<file path="config.mk">
export PLATFORM = sky130hd
export DESIGN_NAME = midi_clock_tempo_tracker
export DESIGN_NICKNAME = d
export VERILOG_FILES = /design/src/rtl/mctt_pkg.sv /design/src/rtl/midi_clock_tempo_tracker.sv
export SDC_FILE = /design/constraint.sdc
export NUM_CORES = 1
export LEC_CHECK = 0
export ABC_AREA = 1
export BUFFER_PORTS_ARGS = -buffer_cell sky130_fd_sc_hd__buf_2
export CAP_MARGIN = 20
export CORE_MARGIN = 2
export CORE_UTILIZATION = 40
export CTS_CLUSTER_DIAMETER = 60
export CTS_CLUSTER_SIZE = 24
export DETAILED_ROUTE_END_ITERATION = 6
export PLACE_DENSITY = 0.6
export SLEW_MARGIN = 40
export SYNTH_ARGS = -nofsm -noshare
export SYNTH_HDL_FRONTEND = slang
export SYNTH_SLANG_ARGS = --single-unit
</file>
<file path="constraint.sdc">
create_clock -name clk -period 10.7 [get_ports clk]
set_input_delay 0.535 -clock clk [delete_from_list [all_inputs] [get_ports clk]]
set_output_delay 0.535 -clock clk [all_outputs]
set_load 0.05 [all_outputs]
</file>
<file path="src/rtl/mctt_pkg.sv">
`timescale 1ns / 1ps
// ----------------------------------------------------------------------------
// mctt_pkg - shared types and constants of the MIDI clock tempo tracker
// Status byte codes, register indexes, result codes, sequencer states and
// the fixed-point constants of the tempo and phase arithmetic.
// ----------------------------------------------------------------------------
package mctt_pkg;

	localparam int LOCK_BEATS_DEF = 12;

	localparam int TIME_W  = 32;
	localparam int TEMPO_W = 16;
	localparam int SEQ_W   = 8;
	localparam int TICK_W  = 5;
	localparam int ACQ_W   = 4;
	localparam int PHASE_W = 15;
	localparam int SB_W    = 8;
	localparam int CFG_IDX_W = 2;

	localparam logic [TICK_W-1:0]  TICKS_PER_BEAT  = 5'd24;
	localparam logic [TIME_W-1:0]  MIN_MS_PER_BEAT = 32'd225;
	localparam logic [TIME_W-1:0]  MAX_MS_PER_BEAT = 32'd3000;
	localparam logic [TIME_W-1:0]  TEMPO_NUMERATOR = 32'd15339169;
	localparam logic [TEMPO_W-1:0] TEMPO_CEILING   = 16'hFFFF;
	localparam logic [8:0]         PHASE_SCALE     = 9'd280;
	localparam logic [ACQ_W-1:0]   ACQ_MIN_BEATS   = 4'd2;

	localparam logic [SB_W-1:0] SB_CLOCK    = 8'hF8;
	localparam logic [SB_W-1:0] SB_START    = 8'hFA;
	localparam logic [SB_W-1:0] SB_CONTINUE = 8'hFB;
	localparam logic [SB_W-1:0] SB_STOP     = 8'hFC;
	localparam logic [SB_W-1:0] SB_SENSING  = 8'hFE;
	localparam logic [SB_W-1:0] SB_QFRAME   = 8'hF1;

	localparam logic [CFG_IDX_W-1:0] REG_ABSORB_CLOCK  = 2'd0;
	localparam logic [CFG_IDX_W-1:0] REG_DROP_SENSING  = 2'd1;
	localparam logic [CFG_IDX_W-1:0] REG_DROP_QFRAME   = 2'd2;

	typedef enum logic [1:0] {
		DISP_ABSORB = 2'd0,
		DISP_DROP   = 2'd1,
		DISP_SEND   = 2'd2,
		DISP_PHASE  = 2'd3
	} disp_t;

	typedef enum logic [2:0] {
		S_IDLE,
		S_EXEC,
		S_DIV,
		S_MSET,
		S_MUL,
		S_DONE
	} state_t;

endpackage

</file>
<file path="src/rtl/midi_clock_tempo_tracker.sv">
`timescale 1ns / 1ps
// ----------------------------------------------------------------------------
// midi_clock_tempo_tracker - MIDI clock tempo tracker, master side
// Filters and numbers MIDI status bytes, absorbs clock and transport bytes,
// estimates tempo in Q8.8 with a bit-serial divider and answers beat phase
// with a bit-serial shift-add multiplier.
// ----------------------------------------------------------------------------
//
//  channel  handshake               payload
//  -------  ----------------------  ------------------------------------------
//  in       in_valid / in_stall     command, status_byte, now_ms
//  out      out_valid / out_stall   disposition, sequence_res, tempo_q88,
//                                   playing, phase15
//  cfg      cfg_valid / cfg_ready   cfg_index, cfg_data (bit 0 used)
//
//  One beat at a time. A beat passes decode and state update (S_EXEC),
//  the multiplier setup (S_MSET), the phase multiplier (S_MUL, one bit of
//  the tempo per cycle) and the load of the output register (S_DONE).
//  A clock tick that closes a beat and refreshes the estimate also passes the divider
//  (S_DIV, one quotient bit per cycle) between decode and the setup.
//  in_stall is high from accept until the result moves to the output
//  register; the output register frees the input side, so a new beat is
//  taken while the last result waits on out_stall. cfg_ready is always high.
//  Reset clears all tracking state; no clearing pass is needed.
// ----------------------------------------------------------------------------
module midi_clock_tempo_tracker #(
	parameter int LOCK_BEATS = mctt_pkg::LOCK_BEATS_DEF
) (
	input  logic                            clk,
	input  logic                            arst_n,
	// input beats
	input  logic                            in_valid,
	output logic                            in_stall,
	input  logic                            command,
	input  logic [mctt_pkg::SB_W-1:0]       status_byte,
	input  logic [mctt_pkg::TIME_W-1:0]     now_ms,
	// results
	output logic                            out_valid,
	input  logic                            out_stall,
	output logic [1:0]                      disposition,
	output logic [mctt_pkg::SEQ_W-1:0]      sequence_res,
	output logic [mctt_pkg::TEMPO_W-1:0]    tempo_q88,
	output logic                            playing,
	output logic [mctt_pkg::PHASE_W-1:0]    phase15,
	// configuration writes
	input  logic                            cfg_valid,
	output logic                            cfg_ready,
	input  logic [mctt_pkg::CFG_IDX_W-1:0]  cfg_index,
	input  logic                            cfg_data
);
	import mctt_pkg::*;

	// Numerator of the tempo division is TEMPO_NUMERATOR * beats, beats up
	// to LOCK_BEATS; the divider walks one numerator bit per cycle.
	localparam int NUM_W = $clog2(TEMPO_NUMERATOR * LOCK_BEATS + 1);
	localparam int CNT_N = (NUM_W > TEMPO_W) ? NUM_W : TEMPO_W;
	localparam int CNT_W = $clog2(CNT_N);

	// ------------------------------------------------------------------
	// Registers
	// ------------------------------------------------------------------
	state_t state_q, state_d;

	// captured beat (payload, no reset)
	logic                cmd_q;
	logic [SB_W-1:0]     sb_q;
	logic [TIME_W-1:0]   now_q;

	// configuration
	logic absorb_q, drop_sensing_q, drop_qframe_q;

	// tracking state
	logic                have_clock_q;
	logic [TICK_W-1:0]   tick_q;
	logic [TIME_W-1:0]   anchor_q;
	logic [TIME_W-1:0]   window_q;
	logic [ACQ_W-1:0]    acq_q;
	logic [TEMPO_W-1:0]  tempo_q;
	logic                play_q;
	logic [SEQ_W-1:0]    seq_q;
	disp_t               disp_q;

	// serial divider and multiplier
	logic [TIME_W-1:0]   rem_q;
	logic [NUM_W-1:0]    num_q;
	logic [TIME_W-1:0]   win_q;
	logic [CNT_W-1:0]    cnt_q;
	logic [TIME_W-1:0]   mcand_q;
	logic [TEMPO_W-1:0]  mplier_q;
	logic [TIME_W-1:0]   acc_q;

	// output register
	logic                out_valid_q;
	disp_t               out_disp_q;
	logic [SEQ_W-1:0]    out_seq_q;
	logic [TEMPO_W-1:0]  out_tempo_q;
	logic                out_play_q;
	logic [PHASE_W-1:0]  out_phase_q;

	// ------------------------------------------------------------------
	// Handshake
	// ------------------------------------------------------------------
	logic in_acc, cfg_wr, out_free;

	assign in_stall  = (state_q != S_IDLE);
	assign in_acc    = in_valid & ~in_stall;
	assign cfg_ready = 1'b1;
	assign cfg_wr    = cfg_valid & cfg_ready;
	assign out_free  = ~out_valid_q | ~out_stall;

	assign out_valid    = out_valid_q;
	assign disposition  = out_disp_q;
	assign sequence_res = out_seq_q;
	assign tempo_q88    = out_tempo_q;
	assign playing      = out_play_q;
	assign phase15      = out_phase_q;

	// ------------------------------------------------------------------
	// Decode and state update of the captured beat (S_EXEC)
	// ------------------------------------------------------------------
	logic                is_clock, is_start, is_cont, is_stop, absorbed, dropped;
	logic [TICK_W-1:0]   tick_base, tick_inc;
	logic [ACQ_W-1:0]    acq_base, acq_inc;
	logic [TIME_W-1:0]   anchor_base, window_base, win;
	logic [TIME_W-1:0]   win_lo, win_hi;
	logic                beat_done, acq_open, est_go;
	disp_t               disp_d;

	always_comb begin
		is_clock = (sb_q == SB_CLOCK);
		is_start = (sb_q == SB_START);
		is_cont  = (sb_q == SB_CONTINUE);
		is_stop  = (sb_q == SB_STOP);
		absorbed = absorb_q & (is_clock | is_start | is_cont | is_stop);
		dropped  = (drop_sensing_q & (sb_q == SB_SENSING)) |
			(drop_qframe_q & (sb_q == SB_QFRAME));

		if (cmd_q) begin
			disp_d = DISP_PHASE;
		end else if (absorbed) begin
			disp_d = DISP_ABSORB;
		end else if (dropped) begin
			disp_d = DISP_DROP;
		end else begin
			disp_d = DISP_SEND;
		end

		// first tick seeds the anchor and the window
		tick_base   = have_clock_q ? tick_q   : '0;
		acq_base    = have_clock_q ? acq_q    : '0;
		anchor_base = have_clock_q ? anchor_q : now_q;
		window_base = have_clock_q ? window_q : now_q;

		tick_inc  = tick_base + 1'b1;
		beat_done = (tick_inc >= TICKS_PER_BEAT);
		acq_open  = (acq_base < ACQ_W'(LOCK_BEATS));
		acq_inc   = acq_base + 1'b1;
		win       = now_q - window_base;
		win_lo    = TIME_W'(acq_inc) * MIN_MS_PER_BEAT;
		win_hi    = TIME_W'(acq_inc) * MAX_MS_PER_BEAT;
		est_go    = (disp_d == DISP_ABSORB) & is_clock & beat_done & acq_open &
			(acq_inc >= ACQ_MIN_BEATS) & (win >= win_lo) & (win <= win_hi);
	end

	// ------------------------------------------------------------------
	// Divider step: restoring, one quotient bit per cycle
	// ------------------------------------------------------------------
	logic [TIME_W:0]     div_shift, div_sub;
	logic                div_ge;
	logic [NUM_W-1:0]    quot;
	logic [TEMPO_W-1:0]  tempo_sat;

	always_comb begin
		div_shift = {rem_q, num_q[NUM_W-1]};
		div_ge    = (div_shift >= {1'b0, win_q});
		div_sub   = div_shift - {1'b0, win_q};
		quot      = {num_q[NUM_W-2:0], div_ge};
		tempo_sat = (|quot[NUM_W-1:TEMPO_W]) ? TEMPO_CEILING : quot[TEMPO_W-1:0];
	end

	// ------------------------------------------------------------------
	// Sequencer
	// ------------------------------------------------------------------
	always_ff @(posedge clk or negedge arst_n) begin
		if (!arst_n) begin
			state_q <= S_IDLE;
		end else begin
			state_q <= state_d;
		end
	end

	always_comb begin
		state_d = state_q;
		unique case (state_q)
			S_IDLE: begin
				if (in_acc) state_d = S_EXEC;
			end
			S_EXEC: begin
				state_d = est_go ? S_DIV : S_MSET;
			end
			S_DIV: begin
				if (cnt_q == '0) state_d = S_MSET;
			end
			S_MSET: begin
				state_d = S_MUL;
			end
			S_MUL: begin
				if (cnt_q == '0) state_d = S_DONE;
			end
			S_DONE: begin
				// hold until the output register is free
				if (out_free) state_d = S_IDLE;
			end
			default: begin
				state_d = S_IDLE;
			end
		endcase
	end

	// ------------------------------------------------------------------
	// Capture of the incoming beat
	// ------------------------------------------------------------------
	always_ff @(posedge clk) begin
		if (in_acc) begin
			cmd_q <= command;
			sb_q  <= status_byte;
			now_q <= now_ms;
		end
	end

	// ------------------------------------------------------------------
	// Configuration registers
	// ------------------------------------------------------------------
	always_ff @(posedge clk or negedge arst_n) begin
		if (!arst_n) begin
			absorb_q       <= 1'b0;
			drop_sensing_q <= 1'b1;
			drop_qframe_q  <= 1'b0;
		end else if (cfg_wr) begin
			unique case (cfg_index)
				REG_ABSORB_CLOCK: absorb_q       <= cfg_data;
				REG_DROP_SENSING: drop_sensing_q <= cfg_data;
				REG_DROP_QFRAME:  drop_qframe_q  <= cfg_data;
				default: ;
			endcase
		end
	end

	// ------------------------------------------------------------------
	// Tracking state
	// ------------------------------------------------------------------
	always_ff @(posedge clk or negedge arst_n) begin
		if (!arst_n) begin
			have_clock_q <= 1'b0;
			tick_q       <= '0;
			anchor_q     <= '0;
			window_q     <= '0;
			acq_q        <= '0;
			tempo_q      <= '0;
			play_q       <= 1'b0;
			seq_q        <= '0;
			disp_q       <= DISP_ABSORB;
		end else begin
			if (state_q == S_EXEC) begin
				disp_q <= disp_d;
				if (disp_d == DISP_SEND) begin
					seq_q <= seq_q + 1'b1;
				end
				if (disp_d == DISP_ABSORB) begin
					priority if (is_clock) begin
						have_clock_q <= 1'b1;
						if (beat_done) begin
							tick_q   <= '0;
							anchor_q <= now_q;
							window_q <= window_base;
							acq_q    <= acq_open ? acq_inc : acq_base;
						end else begin
							tick_q   <= tick_inc;
							anchor_q <= anchor_base;
							window_q <= window_base;
							acq_q    <= acq_base;
						end
					end else if (is_start) begin
						// re-arm acquisition, keep the estimate
						play_q   <= 1'b1;
						tick_q   <= '0;
						anchor_q <= now_q;
						window_q <= now_q;
						acq_q    <= '0;
					end else if (is_cont) begin
						play_q <= 1'b1;
					end else begin
						play_q <= 1'b0;
					end
				end
			end
			if (state_q == S_DIV && cnt_q == '0) begin
				tempo_q <= tempo_sat;
			end
		end
	end

	// ------------------------------------------------------------------
	// Serial datapath: divider loads in S_EXEC, multiplier in S_MSET
	// ------------------------------------------------------------------
	always_ff @(posedge clk) begin
		unique case (state_q)
			S_EXEC: begin
				rem_q <= '0;
				num_q <= NUM_W'(TEMPO_NUMERATOR * TIME_W'(acq_inc));
				win_q <= win;
				cnt_q <= CNT_W'(NUM_W - 1);
			end
			S_DIV: begin
				rem_q <= div_ge ? div_sub[TIME_W-1:0] : div_shift[TIME_W-1:0];
				num_q <= quot;
				cnt_q <= cnt_q - 1'b1;
			end
			S_MSET: begin
				// anchor and tempo are already those after this beat
				mcand_q  <= TIME_W'((now_q - anchor_q) * PHASE_SCALE);
				mplier_q <= tempo_q;
				acc_q    <= '0;
				cnt_q    <= CNT_W'(TEMPO_W - 1);
			end
			S_MUL: begin
				if (mplier_q[0]) acc_q <= acc_q + mcand_q;
				mcand_q  <= {mcand_q[TIME_W-2:0], 1'b0};
				mplier_q <= {1'b0, mplier_q[TEMPO_W-1:1]};
				cnt_q    <= cnt_q - 1'b1;
			end
			default: ;
		endcase
	end

	// ------------------------------------------------------------------
	// Output register: load on completion, drop valid once taken
	// ------------------------------------------------------------------
	logic out_load;

	assign out_load = (state_q == S_DONE) & out_free;

	always_ff @(posedge clk or negedge arst_n) begin
		if (!arst_n) begin
			out_valid_q <= 1'b0;
		end else if (out_load) begin
			out_valid_q <= 1'b1;
		end else if (~out_stall) begin
			out_valid_q <= 1'b0;
		end
	end

	always_ff @(posedge clk) begin
		if (out_load) begin
			out_disp_q  <= disp_q;
			out_seq_q   <= seq_q;
			out_tempo_q <= tempo_q;
			out_play_q  <= play_q;
			// product bits 31:16 are phase16; keep its top 15 bits
			out_phase_q <= acc_q[TIME_W-1:TIME_W-PHASE_W];
		end
	end

endmodule

</file>
==> results.toml <==
[synthesis]
ys.flop_type = "edfxtp_1"
synth_cells = 3096
ys_warn_count = 0
yosysTopAreaCellShare = 0.2998
synth_largest_area_cell = "edfxtp_1"
synth_fp_nets = 3431
synth.distinct_cells = 58
async_reset_ff_frac = 0.2925
yosys-top-cells-area = "edfxtp_1, ha_1, dfrtp_1"
synth_edf_count = 254
avgSynthCellArea_um2 = 8.218
yosysSeqAreaShare = 0.4031
netlist_area_mm2 = 0.02544
synth_seq_cells = 359

[route]
drtAntennaViolNets = 0
drt_first_pass_iters = 5
drtIter0Drc = 1202
num_vias = 20237
wl_um = 59580
wl_per_cell_um = 14.70
viasPerCell = 4.992
route.detailed.drc = 0

[timing]
setup_viol_count_final = 0
fmax_mhz = 135.9
worst_clock_skew_ns = 0.03644
worst_slew_pin_slew_ns = 0.7052
min_period_ns = 7.360
slew_headroom = 0.5249
timing.final.crit_share = 0.6879
rsz0062_at_grt = "no"
slew_violations = 0
setup_ws_ns = 3.340
final.setup.tns_ns = 0
hold_viol = 0

[layout]
synthToLayoutAreaGrowth_pct = 10.51
final_common_cell = "nand2_1"
drive_above_1_share = 0.06110
n_fill_cell = 6244
design_area_mm2 = 0.02812
antenna_cells = 0
nets = 3518
final_cell_mix = "nand2_1, inv_1, a21oi_1, ha_1, edfxtp_1"

[worst_setup_path]
path_class = "flip-flop to flip-flop"
worstSetupStartpointType = "flip-flop"
critical-path-max-stage-delay_ns = 0.52
critPathMaxFanout = 73
cp.required_ns = 11.15
worstSetupEndpointType = "flip-flop"
crit_slowest_cell = "nand2_1"
arrival_ns = 7.81

[global_route]
grt_max_degree = 74
grt-ovfl-total = 0
grt_pass1_vias = 18801
grt_pass1_wl_um = 98010
antenna_found_initial = 1
grt_usage = 0.1815

[placed_design]
pre_cts_ws_ns = 3.467
port_buffers = 92
place.gp.congestion = 0.8788
dpl_cell_area_mm2 = 0.02687
hpwl_um = 46330

[clocking]
clkTransAtPathRegs_ns = 0.08
htreeDepth = 2
clock-sinks = 359
cts_root_buf = "clkbuf_16"
cts_buffers = 35
holdBufCountCts = 1
clk_path_buf_depth = 3
cts_tree = "yes"
clk_latency_ns = 0.58
post_cts_resized = 0
post_cts_buffers = 0

[die]
chipWidth_um = 256.2
dieArea_mm2 = 0.06564
die_h_um = 256.2
ios = 94
rows = 92
core_area_mm2 = 0.06297
start_util = 0.4041

[power_and_ir_drop]
peakVddDrop_mv = 0.2280
power_leakage_nw = 13.00
p_per_area_mw_per_mm2 = 334.0
power_mw = 9.390

[run_status]
outcome = "complete, no violations"

[job]
max-cap-violations = 0

[worst_hold_path]
hold_class = "primary input to flip-flop"
through the flow:
step	instances	util	hold WS (ns)
after floorplan	3096	-	0.2394
after global placement	3989	0.4261	0.4428
after detailed placement	3991	0.4267	0.4434
after CTS	4054	0.4465	0.1048
after global routing	4054	0.4465	0.1140
final	4054	0.4465	0.1443
Yosys cell counts, drive strengths merged, types with 2 or more instances:
| master | n |
|---|---|
| a211oi | 7 |
| o211ai | 41 |
| mux2 | 2 |
| or2 | 6 |
| buf | 24 |
| o31ai | 5 |
| xnor2 | 48 |
| a21o | 15 |
| fa | 32 |
| xor2 | 53 |
| a311oi | 2 |
| a21oi | 258 |
| nor3 | 24 |
| a221oi | 2 |
| nor4 | 10 |
| nand3 | 113 |
| a31oi | 22 |
| inv | 527 |
| clkbuf | 35 |
| and2 | 3 |
| ha | 254 |
| o22ai | 3 |
| a21boi | 4 |
| a22oi | 2 |
| o21a | 17 |
| nor3b | 3 |
| nor2 | 235 |
| edfxtp | 254 |
| o21bai | 19 |
| o21ai | 258 |
| nand4 | 44 |
| dfrtp | 104 |
| nand2 | 650 |
| nand3b | 9 |
logic make-up after synthesis:
group,share of synthesized area
simple gates,0.1780
compound gates,0.1442
buf+inv,0.08872
flops,0.4031
fa+ha+maj,0.1501
xor+xnor,0.03477
mux,0.0008852
other cells,0.0001474
where the power goes:
part | switching (mW) | total [mW] | internal (mW) | leakage (nW)
Clock | 0.636 | 1.34 | 0.703 | 0.609
Sequential | 0.218 | 2.39 | 2.17 | 3.82
Combinational | 3.70 | 5.66 | 1.96 | 8.58
routing by layer:
layer,GRT usage,vias to the layer above,part of all wire
li1,-,10523,-
met1,0.2713,9284,0.51
met2,0.2803,371,0.43
met3,0.02155,59,0.043
met4,0.04094,0,0.016
met5,0,-,0
critical path, delay by kind of cell, from the launching register on:
kind                       cells  cell delay [ns]
and+or+nand+nor               15             2.25
adders and majority gates      6             1.99
buffers and inverters          4             1.18
AOI/OAI and AO/OA              5             0.86
xor gates and xnor gates       2             0.60
DFF                            1             0.34
path summary, 6_finish.rpt:
| kind | slack, ns | to | cells past startpoint | startpoint |
|---|---|---|---|---|
| worst max register to register | 3.34 | state_q[0] | 32 | have_clock_q |
| worst min register to register | 0.46 | disposition[0] | 0 | disp_q[0] |
| worst min-delay path | 0.14 | sb_q[5] | 1 | status_byte[5] |
| worst max-delay path | 3.34 | state_q[0] | 32 | have_clock_q |
| min in group asynchronous | 0.47 | seq_q[7] | 2 | arst_n |
| max in group asynchronous | 9.15 | window_q[28] | 3 | arst_n |
cell type report:
cell class	instances	area (µm²)	area share
multi-input combinational	2150	12960	0.4611
clock buffer	37	925.9	0.03293
clock inverter	25	309.0	0.01099
inverter	528	1984	0.07058
timing repair buffer	109	615.6	0.02189
sequential	359	10260	0.3648
tap	846	1059	0.03765
registers in the layout (all words and copies together) (netlist names), 8 cells and up:
signal        flops
now_q            32
rem_q            32
win_q            32
window_q         32
acc_q            29
anchor_q         29
mcand_q          29
num_q            28
mplier_q         16
tempo_q88        16
tempo_q          16
phase15          15
sb_q              8
seq_q             8
sequence_res      8
No activity file was read; power rests on OpenSTA's default activity.
